<file path="config.mk">
export PLATFORM = sky130hd
export DESIGN_NAME = keyed_address_table_unit
export DESIGN_NICKNAME = d
export VERILOG_FILES = /design/src/sv/kat_pkg.sv /design/src/sv/keyed_address_table_unit.sv /design/src/sv/kat_table.sv /design/src/sv/kat_ctrl.sv
export SDC_FILE = /design/constraint.sdc
export NUM_CORES = 1
export LEC_CHECK = 0
export BUFFER_PORTS_ARGS = -buffer_cell sky130_fd_sc_hd__buf_2
export CAP_MARGIN = 20
export CORE_AREA = 4 4 400 402
export CTS_BUF_LIST = sky130_fd_sc_hd__clkbuf_4 sky130_fd_sc_hd__clkbuf_8
export CTS_CLUSTER_SIZE = 10
export DETAILED_ROUTE_END_ITERATION = 10
export DIE_AREA = 0 0 404 406
export HOLD_SLACK_MARGIN = 0.06
export SLEW_MARGIN = 20
export SYNTH_ARGS = -nofsm -noshare
export SYNTH_HDL_FRONTEND = slang
export SYNTH_HIERARCHICAL = 1
export SYNTH_SLANG_ARGS = --single-unit
</file>
<file path="constraint.sdc">
create_clock -name clk -period 7.5 [get_ports clk]
set_input_delay 0.75 -clock clk [delete_from_list [all_inputs] [get_ports clk]]
set_output_delay 0.75 -clock clk [all_outputs]
set_load 0.01 [all_outputs]
</file>
<file path="src/sv/kat_pkg.sv">
// Shared types and constants of the keyed address table.
package kat_pkg;

  localparam int CAPACITY  = 16;
  localparam int IDX_W     = $clog2(CAPACITY);
  localparam int CNT_W     = $clog2(CAPACITY + 1);
  localparam int KEY_W     = 32;
  localparam int ADDR_W    = 32;
  localparam int CFG_IDX_W = 2;
  localparam int CFG_W     = 32;

  // Command codes
  localparam logic [1:0] CMD_INSERT = 2'd0;
  localparam logic [1:0] CMD_REMOVE = 2'd1;
  localparam logic [1:0] CMD_LOOKUP = 2'd2;

  // Status codes
  localparam logic [1:0] STAT_OK      = 2'd0;
  localparam logic [1:0] STAT_DUP     = 2'd1;
  localparam logic [1:0] STAT_FULL    = 2'd2;
  localparam logic [1:0] STAT_MISSING = 2'd3;

  // Configuration register indexes
  localparam logic [CFG_IDX_W-1:0] REG_ORIGIN_KEY     = 2'd0;
  localparam logic [CFG_IDX_W-1:0] REG_ORIGIN_ADDRESS = 2'd1;

  typedef struct packed {
    logic [1:0]        command;
    logic [KEY_W-1:0]  key;
    logic [ADDR_W-1:0] entry_address;
  } kat_req_t;

  typedef struct packed {
    logic              found;
    logic [ADDR_W-1:0] result_address;
    logic [1:0]        status;
  } kat_rsp_t;

  typedef struct packed {
    logic [KEY_W-1:0]  key;
    logic [ADDR_W-1:0] address;
  } kat_entry_t;

  typedef struct packed {
    logic             wr_en;
    logic [IDX_W-1:0] wr_addr;
    kat_entry_t       wr_data;
    logic [IDX_W-1:0] rd_addr;
  } kat_mem_t;

  typedef enum logic [2:0] {
    S_IDLE,
    S_CHECK,
    S_SCAN,
    S_SHIFT,
    S_DONE
  } kat_state_t;

endpackage

</file>
<file path="src/sv/keyed_address_table_unit.sv">
// Top level of the keyed address table: sequencer plus slot memory.
//
// Keyed address table. Maps 32-bit key ids to 32-bit addresses in a table of
// CAPACITY (16) slots, kept packed in slots 0 .. used_count-1, next to an
// origin key/address pair held in two configuration registers (index 0 origin
// key, index 1 origin address). Each request word carries a command (insert,
// remove, lookup), a key and an address; each produces exactly one response
// word with found, result_address and status (ok, duplicate, full, not found).
// The block works on one request at a time and holds req_ready low until the
// response is loaded into the output register. The single key comparator
// walks the slot memory through its one read port, one slot per cycle; a
// remove that hits also pulls every later slot down one place, one slot per
// cycle. A request waits in its final state while a previous response still
// sits in the output register. The response register lets the next request
// be accepted while a response still waits for rsp_ready. Write the
// configuration registers only while the block is idle. Removing the origin
// key clears the origin only when no entries are stored; once cleared it
// never matches again and the key may be inserted as an ordinary entry.
module keyed_address_table_unit
  import kat_pkg::*;
(
  input  logic                 clk,
  input  logic                 rst,
  // request channel
  input  logic                 req_valid,
  output logic                 req_ready,
  input  kat_req_t             req,
  // response channel
  output logic                 rsp_valid,
  input  logic                 rsp_ready,
  output kat_rsp_t             rsp,
  // configuration write port
  input  logic                 cfg_write,
  input  logic [CFG_IDX_W-1:0] cfg_index,
  input  logic [CFG_W-1:0]     cfg_data
);

  kat_mem_t   mem_req;
  kat_entry_t rd_data;

  // sequencer: origin check, slot scan, compaction and response
  kat_ctrl u_ctrl (
    .clk       (clk),
    .rst       (rst),
    .req_valid (req_valid),
    .req_ready (req_ready),
    .req       (req),
    .rsp_valid (rsp_valid),
    .rsp_ready (rsp_ready),
    .rsp       (rsp),
    .cfg_write (cfg_write),
    .cfg_index (cfg_index),
    .cfg_data  (cfg_data),
    .mem_req   (mem_req),
    .rd_data   (rd_data)
  );

  // slot storage; contents at and above used_count are never used
  kat_table u_table (
    .clk     (clk),
    .mem_req (mem_req),
    .rd_data (rd_data)
  );

endmodule

</file>
<file path="src/sv/kat_table.sv">
// Slot memory: one write port, one read port with registered read data.
module kat_table
  import kat_pkg::*;
(
  input  logic       clk,
  input  kat_mem_t   mem_req,
  output kat_entry_t rd_data
);

  kat_entry_t slots [CAPACITY];

  always_ff @(posedge clk) begin
    if (mem_req.wr_en) begin
      slots[mem_req.wr_addr] <= mem_req.wr_data;
    end
    rd_data <= slots[mem_req.rd_addr];
  end

endmodule

</file>
<file path="src/sv/kat_ctrl.sv">
// Command sequencer with the shared key comparator, origin registers and result register.
module kat_ctrl
  import kat_pkg::*;
(
  input  logic                 clk,
  input  logic                 rst,
  input  logic                 req_valid,
  output logic                 req_ready,
  input  kat_req_t             req,
  output logic                 rsp_valid,
  input  logic                 rsp_ready,
  output kat_rsp_t             rsp,
  input  logic                 cfg_write,
  input  logic [CFG_IDX_W-1:0] cfg_index,
  input  logic [CFG_W-1:0]     cfg_data,
  output kat_mem_t             mem_req,
  input  kat_entry_t           rd_data
);

  kat_state_t        state, state_next;
  logic [1:0]        cmd, cmd_next;
  logic [KEY_W-1:0]  key, key_next;
  logic [ADDR_W-1:0] ent_addr, ent_addr_next;
  logic [CNT_W-1:0]  idx, idx_next;
  logic              pend, pend_next;
  logic [IDX_W-1:0]  pend_idx, pend_idx_next;
  logic [CNT_W-1:0]  used_count, used_count_next;
  logic              origin_live, origin_live_next;
  logic [KEY_W-1:0]  origin_key;
  logic [ADDR_W-1:0] origin_address;
  kat_rsp_t          res, res_next;
  kat_rsp_t          rsp_next;
  logic              rsp_valid_next;

  logic key_zero;
  logic origin_hit;
  logic key_match;
  logic scan_hit;
  logic scan_end;
  logic shift_done;
  logic out_free;

  assign key_zero   = (key == '0);
  assign origin_hit = origin_live && !key_zero && (key == origin_key);
  // the one shared comparator: stored key against the command's key
  assign key_match  = (rd_data.key == key);
  assign scan_hit   = pend && key_match;
  assign scan_end   = !scan_hit && (idx >= used_count);
  assign shift_done = !pend && (idx >= used_count);
  assign out_free   = !rsp_valid || rsp_ready;
  assign req_ready  = (state == S_IDLE);

  // next state
  always_comb begin
    state_next = state;
    case (state)
      S_IDLE: begin
        if (req_valid) begin
          state_next = S_CHECK;
        end
      end
      S_CHECK: begin
        case (cmd)
          CMD_INSERT: begin
            state_next = (key_zero || origin_hit) ? S_DONE : S_SCAN;
          end
          CMD_REMOVE: begin
            state_next = (key_zero || (origin_hit && used_count == '0)) ? S_DONE : S_SCAN;
          end
          CMD_LOOKUP: begin
            state_next = (key_zero || origin_hit) ? S_DONE : S_SCAN;
          end
          default: begin
            state_next = S_DONE;
          end
        endcase
      end
      S_SCAN: begin
        if (scan_hit) begin
          state_next = (cmd == CMD_REMOVE) ? S_SHIFT : S_DONE;
        end else if (scan_end) begin
          state_next = S_DONE;
        end
      end
      S_SHIFT: begin
        if (shift_done) begin
          state_next = S_DONE;
        end
      end
      S_DONE: begin
        if (out_free) begin
          state_next = S_IDLE;
        end
      end
      default: begin
        state_next = S_IDLE;
      end
    endcase
  end

  // datapath and memory control
  always_comb begin
    cmd_next         = cmd;
    key_next         = key;
    ent_addr_next    = ent_addr;
    idx_next         = idx;
    pend_next        = pend;
    pend_idx_next    = pend_idx;
    used_count_next  = used_count;
    origin_live_next = origin_live;
    res_next         = res;
    rsp_next         = rsp;
    rsp_valid_next   = rsp_valid && !rsp_ready;
    mem_req.wr_en    = 1'b0;
    mem_req.wr_addr  = pend_idx;
    mem_req.wr_data  = rd_data;
    mem_req.rd_addr  = idx[IDX_W-1:0];

    case (state)
      S_IDLE: begin
        if (req_valid) begin
          cmd_next      = req.command;
          key_next      = req.key;
          ent_addr_next = req.entry_address;
          idx_next      = '0;
          pend_next     = 1'b0;
          res_next      = '0;
        end
      end
      S_CHECK: begin
        case (cmd)
          CMD_INSERT: begin
            if (key_zero) begin
              res_next.status = STAT_MISSING;
            end else if (origin_hit) begin
              res_next.status = STAT_DUP;
            end
          end
          CMD_REMOVE: begin
            if (key_zero) begin
              res_next.status = STAT_MISSING;
            end else if (origin_hit && used_count == '0) begin
              origin_live_next = 1'b0;
            end
          end
          CMD_LOOKUP: begin
            if (origin_hit) begin
              res_next.found          = 1'b1;
              res_next.result_address = origin_address;
            end else if (key_zero) begin
              res_next.status = STAT_MISSING;
            end
          end
          default: begin
            res_next = '0;
          end
        endcase
      end
      S_SCAN: begin
        if (scan_hit) begin
          pend_next = 1'b0;
          case (cmd)
            CMD_INSERT: begin
              res_next.status = STAT_DUP;
            end
            CMD_LOOKUP: begin
              res_next.found          = 1'b1;
              res_next.result_address = rd_data.address;
            end
            default: begin
              // remove: start pulling later slots down one place
              idx_next = CNT_W'({1'b0, pend_idx} + 1'b1);
            end
          endcase
        end else if (scan_end) begin
          pend_next = 1'b0;
          if (cmd == CMD_INSERT) begin
            if (used_count == CNT_W'(CAPACITY)) begin
              res_next.status = STAT_FULL;
            end else begin
              mem_req.wr_en           = 1'b1;
              mem_req.wr_addr         = used_count[IDX_W-1:0];
              mem_req.wr_data.key     = key;
              mem_req.wr_data.address = ent_addr;
              used_count_next         = CNT_W'(used_count + 1'b1);
            end
          end else begin
            res_next.status = STAT_MISSING;
          end
        end else begin
          // issue the next slot read, compare it next cycle
          pend_next     = 1'b1;
          pend_idx_next = idx[IDX_W-1:0];
          idx_next      = CNT_W'(idx + 1'b1);
        end
      end
      S_SHIFT: begin
        if (pend) begin
          mem_req.wr_en   = 1'b1;
          mem_req.wr_addr = IDX_W'(pend_idx - 1'b1);
        end
        if (idx < used_count) begin
          pend_next     = 1'b1;
          pend_idx_next = idx[IDX_W-1:0];
          idx_next      = CNT_W'(idx + 1'b1);
        end else begin
          pend_next = 1'b0;
        end
        if (shift_done) begin
          used_count_next = CNT_W'(used_count - 1'b1);
        end
      end
      S_DONE: begin
        if (out_free) begin
          rsp_next       = res;
          rsp_valid_next = 1'b1;
        end
      end
      default: begin
        pend_next = 1'b0;
      end
    endcase
  end

  always_ff @(posedge clk) begin
    if (rst) begin
      state       <= S_IDLE;
      pend        <= 1'b0;
      used_count  <= '0;
      origin_live <= 1'b1;
      rsp_valid   <= 1'b0;
    end else begin
      state       <= state_next;
      pend        <= pend_next;
      used_count  <= used_count_next;
      origin_live <= origin_live_next;
      rsp_valid   <= rsp_valid_next;
    end
  end

  always_ff @(posedge clk) begin
    if (rst) begin
      origin_key     <= KEY_W'(1);
      origin_address <= '0;
    end else if (cfg_write) begin
      case (cfg_index)
        REG_ORIGIN_KEY: begin
          origin_key <= cfg_data[KEY_W-1:0];
        end
        REG_ORIGIN_ADDRESS: begin
          origin_address <= cfg_data[ADDR_W-1:0];
        end
        default: begin
          origin_key <= origin_key;
        end
      endcase
    end
  end

  always_ff @(posedge clk) begin
    cmd      <= cmd_next;
    key      <= key_next;
    ent_addr <= ent_addr_next;
    idx      <= idx_next;
    pend_idx <= pend_idx_next;
    res      <= res_next;
    rsp      <= rsp_next;
  end

endmodule

</file>
Yosys cells after proc, flatten, opt, wreduce, memory -nomap -nowiden
Memory sizes are Yosys's and may differ from the RTL's. A register that Yosys moved wholly into a read port is not among the register bits.
Cells that the tools add are included.
{"block": "classes", "addsub": 5, "n_mul": 0, "n_div": 0, "order_cmp": 2, "n_eq_ne": 30, "shifts": 0, "n_mux": 58, "n_bitwise": 2, "n_reduce_logical": 38}
{"cell": "two-way mux 69 bit", "count": 4}
{"cell": "case mux 35 bit (3 select lines)", "count": 1}
{"cell": "two-way mux 33 bit", "count": 3}
{"cell": "case mux 33 bit (2 select lines)", "count": 1}
{"cell": "== test 32 bit", "count": 2}
{"cell": "two-way mux 64 bit", "count": 1}
{"cell": "two-way mux 5 bit", "count": 11}
{"cell": "two-way mux 35 bit", "count": 1}
{"cell": "zero test 32 bit", "count": 1}
{"cell": "two-way mux 3 bit", "count": 8}
{"cell": "case mux 5 bit (2 select lines)", "count": 2}
{"cell": "two-way mux 2 bit", "count": 9}
{"cell": "case mux 3 bit (5 select lines)", "count": 1}
{"cell": "case mux 5 bit (3 select lines)", "count": 1}
{"cell": "two-way mux 4 bit", "count": 3}
{"cell": "inequality test 2 x 1 -> 1 bit (second input constant)", "count": 6}
{"cell": "inequality test 2 bit (second input constant)", "count": 6}
{"cell": "AND reduction 4 bit", "count": 3}
{"cell": "AND reduction 6 bit", "count": 2}
{"cell": "adder 5 x 1 -> 5 bit (second input constant)", "count": 2}
{"cell": "AND reduction 2 bit", "count": 5}
{"cell": "inequality test 3 bit (second input constant)", "count": 3}
{"cell": "two-way mux 1 bit", "count": 8}
{"cell": "case mux 4 bit (2 select lines)", "count": 1}
{"cell": "other kinds (30)", "count": 50}
{"block": "totals", "register_bits": 220, "latch_bits": 0, "mem_bits_rw": 1024, "romBits": 0, "out_inout_bits": 37, "word_cells": 154, "mem_count": 1}
{"name": "u_table.slots", "depth": 16, "width": 64, "read_ports": 1, "rd_ports_with_merged_regs": 1, "wr": 1, "line": "kat_table.sv:10", "rtl": "kat_entry_t slots [CAPACITY];"}

Logic depth before layout (Yosys ltp)
{"block": "depth", "ltp_word": 9, "mapped_depth": 12}

Hierarchy
Netlist, hierarchy kept.
{"module": "kat_table", "n_inst": 1, "cells_each": 1647, "area_each_um2": 39583.0, "seq_area_each_um2": 32030.7}
{"module": "kat_ctrl", "n_inst": 1, "cells_each": 878, "area_each_um2": 10108.4, "seq_area_each_um2": 5855.6}

Worst setup path after synthesis
No wires, ideal clock.
{"block": "synth_timing", "kind": "flip-flop to flip-flop", "from": "reg u_ctrl.idx[3]", "to": "mem u_table/slots[0][0] in the netlist's numbering, enable pin", "setup_time_ps": 565, "arrival_ps": 7094, "required_ps": 6935, "setup_slack_ps": -159, "stages_incl_launch_ff": 12, "n_path_buf": 2, "synth_period_minus_slack_ps": 7659, "path_cell_list": "edfxtp_1 -> ha_1 -> a21o_1 -> a21oi_1 -> o21ai_0 -> nand2b_1 -> nor3_2 -> buf_4 -> buf_6 -> a221o_1 -> or3b_2 -> nor3_1"}
{"element": "start, declared", "line": "kat_ctrl.sv:24", "rtl": "logic [CNT_W-1:0] idx, idx_next;"}
{"element": "start signal, assigned", "line": "kat_ctrl.sv:264", "rtl": "idx <= idx_next;"}
{"element": "end, declared", "line": "kat_table.sv:10"}

==> impl_results.md <==
* Final setup fails at 0
* Rel. slew slack at 24.9%
* Max Clock Skew at 68.4 ps
* Async S/R FF share, synth at 0%
* I/O pins at 142
* Cells along the critical path: xor2_1 > nor4_1 > and4_1 > and3_1 > o21ai_0 > a31oi_1 > nand2b_1 > nor2_4 > buf_12
* Yosys reg bits at 1,308
* Synth top area cells: edfxtp_1 (71%), mux4_2 (12%), dfxtp_1 (5.6%)
* Final Hold Fails at 0
* Worst VDD drop at 0.000141 V
* Synth Area per Inst at 19.7 µm²
* CP max-delay cell: nor2_4
* Initial antenna violation count at 12
* Seq pwr share at 53.6%
* Status: completed
* Row count at 145
* WL per Instance at 25.8 µm
* Final Cycle Share at 66.1%
* Main synth FF type: edfxtp_1
* Comb pwr share at 8.0%
* Area growth syn-to-layout at 16.5%
* Routed WL at 131 mm
* LEAKAGE at 18.7 nW
* Largest net degree at the start of global routing at 106
* CTS Buf Count at 206
* Die area at 164,000 µm²
* Fin. max-slew vios at 0
* Vias per cell at 5.10
* # H-tree levels at 4
* Die Span Y at 406 µm
* ANT nets after route at 0
* Max_cap viols at 0
* HP Class: in2reg
* Fin crit period at 4960 ps
* Power share of the clock group at 38.4%
* Mapped Cells at 2,525
* Tightest Pin Transition at 1130 ps
* Starting density of the core at 31.8%
* Pwr dens at 274 nW/µm²
* Yosys top cell area share at 70.6%
* CTS clk-pin slew, worst paths at 70 ps
* Port bufs at 141
* Worst path top cell family by delay: simple AND/OR/NAND/NOR gates
* WP data required at 8000 ps
* Vias in the first global route at 26,166
* Sw power at 0.00379 W
* Post-Synthesis Net Count at 2,646
* Clk buf depth at 3
* Final hold slack at 143 ps
* CP endpoint kind: flip-flop
* Number of synthesized flops with an enable pin at 1,169
* CTS resizes at 0
* Switching fraction of total power at 23.9%
* Max incr delay on CP at 850 ps
* Number of fill cells in the layout at 14,373
* Leading area contributor after synthesis: edfxtp_1
* WS Path Type: reg2reg
* Core area at 156,000 µm²
* Critical path fanouts, max at 43
* Netlist cell types at 62
* Total number of vias at 25,921
* Yosys warning total at 6
* RSZ-0062 raised after global routing: false
* Share of cells above drive strength 1 at 29.5%
* Bufs and invs on worst path at 1
* Num Clock Sinks at 1,308
* Internal power at 0.0120 W
* GRT Util Overall at 15.8%
* CTS tree: built
* Root Buffer: clkbuf_8
* Seq/Total Area, Yosys at 76.2%
* Drt initial violations at 2,681
* Global route total overflow at 0
* Final Total Pwr at 0.0158 W
* HPWL Detailed at 81.0 mm
* Mapped cell area at 49,700 µm²
* Clock Latency Late Sink at 900 ps
* Gpl congestion at 0.952
* First-pass GRT wire length at 188 mm
* Sum Neg Setup Slack at 0 ps
* Data arrival, critical path at 5460 ps
* Nature of the critical path startpoint: flip-flop
* Remaining DRCs at 0
* FMAX at 202 MHz
* Horiz. Die Dim at 404 µm
* Router iterations before antenna repair at 9
* Net count reported at finish at 2,982
what timing repair did:
item / in CTS / in global routing
setup buffers: 0 / 0
setup endpoints to repair: 0 / 0
hold buffers: 70 / 0
hold endpoints to repair: 78 / 0
sequential cells by signal, summed over array words and instances, names as in the netlist:
signal / flops
u_ctrl/cmd: 2
u_ctrl/ent_addr: 32
u_ctrl/idx: 5
u_ctrl/key: 32
u_ctrl/origin_address: 32
u_ctrl/origin_key: 32
u_ctrl/origin_live: 1
u_ctrl/pend: 1
u_ctrl/pend_idx: 4
u_ctrl/res: 35
u_ctrl/rsp: 35
u_ctrl/rsp_valid: 1
u_ctrl/state: 3
u_ctrl/used_count: 5
u_table/rd_data: 64
u_table/slots: 1024
final cells by class:
| type | instances | area, µm² | share of cell area (%) |
|---|---|---|---|
| clock buffers | 307 | 3760 | 6.50 |
| diodes | 2 | 5.00 | 0.00865 |
| clock inverters | 67 | 440 | 0.761 |
| flip-flops and latches | 1308 | 37900 | 65.5 |
| repair buffers | 262 | 1920 | 3.32 |
| multi-input cells | 1063 | 11200 | 19.4 |
| inverters | 20 | 75.1 | 0.130 |
| well taps | 2058 | 2570 | 4.45 |
worst paths after layout:
path                                      from                  end  slack (ps)  cells past startpoint
worst max-delay path            u_ctrl/key[13]  u_table/slots[9][3]        2540                      9
worst min-delay path                   req[59]       u_ctrl/key[27]         140                      1
worst max register to register  u_ctrl/key[13]  u_table/slots[9][3]        2540                      9
worst min register to register  u_ctrl/res[12]       u_ctrl/rsp[12]         400                      0
cells by family after synthesis:
group,count (synthesis),synth area share (%)
AO/OA/AOI/OAI,296,4.11
adder cells (fa/ha/maj),16,0.418
buffers and inverters,154,1.57
multiplexers,322,13.1
flip-flops,1308,76.2
AND/OR/NAND/NOR,357,3.29
XOR/XNOR,72,1.27
per-stage QoR:
stage | worst slack, ps | utilization (%) | std cells | cell area (µm²)
2_1_floorplan | 121 | - | 2525 | 49700
3_3_place_gp | 2440 | 33.9 | 4639 | 52900
3_5_place_dp | 2690 | 33.9 | 4641 | 53000
4_1_cts | 2580 | 37.1 | 5085 | 57900
5_1_grt | 2260 | 37.1 | 5087 | 57900
6_report | 2540 | 37.1 | 5087 | 57900
power groups by stage:
| stage | Clock [W] | Sequential, W | Combinational, W |
|---|---|---|---|
| 3_3_place_gp | 0 | 0.00864 | 0.00123 |
| 3_5_place_dp | 0 | 0.00864 | 0.00125 |
| 6_report | 0.00608 | 0.00849 | 0.00127 |
| 2_1_floorplan | 0 | 0.00855 | 0.000815 |
| 4_1_cts | 0.00624 | 0.00849 | 0.00128 |
| 5_1_grt | 0.00659 | 0.00849 | 0.00137 |
layout by cell type (no fill, tap or decap), types with 5 or more instances in the layout:
master and n:
inv_1 19, nand4_1 13, a21oi_1 82, nand2_1 208, a22o_1 32, dlygate4sd3_1 70, nand2b_1 8, nand3b_1 5
edfxtp_1 1169, o22ai_1 8, clkbuf_8 233, a22oi_1 130, xor2_1 62, nor4_1 27, mux2_2 62, clkinv_2 24
clkbuf_4 74, a21o_1 6, xnor2_1 10, nor2_4 14, mux4_2 256, o21ai_0 8, buf_4 41, dfxtp_1 139
buf_2 141, o211ai_1 5, ha_1 15, clkinv_1 27, buf_12 9, or4_1 8, nor3_1 11, nor2_1 19
inv_6 5, nand3_1 18
per-layer routing:
metal  track usage [%]  wire length [µm]
met1              22.9             58300
met3              4.51             11900
met4              4.16              2450
met5                 0                26
met2              23.5             58400
cell usage after synthesis, types with 10 or more instances:
cell type  count
edfxtp_1    1169
mux4_2       256
nand2_1      208
dfxtp_1      139
a22oi_1      130
a21oi_1       83
clkbuf_1      69
mux2_2        62
xor2_1        62
nor2_1        33
a22o_1        32
nor4_1        27
buf_2         19
inv_1         19
nand3_1       18
buf_6         17
buf_1         16
ha_1          15
nor3_1        15
nand4_1       13
buf_4         12
xnor2_1       10
(Power assumes the default switching activity.)
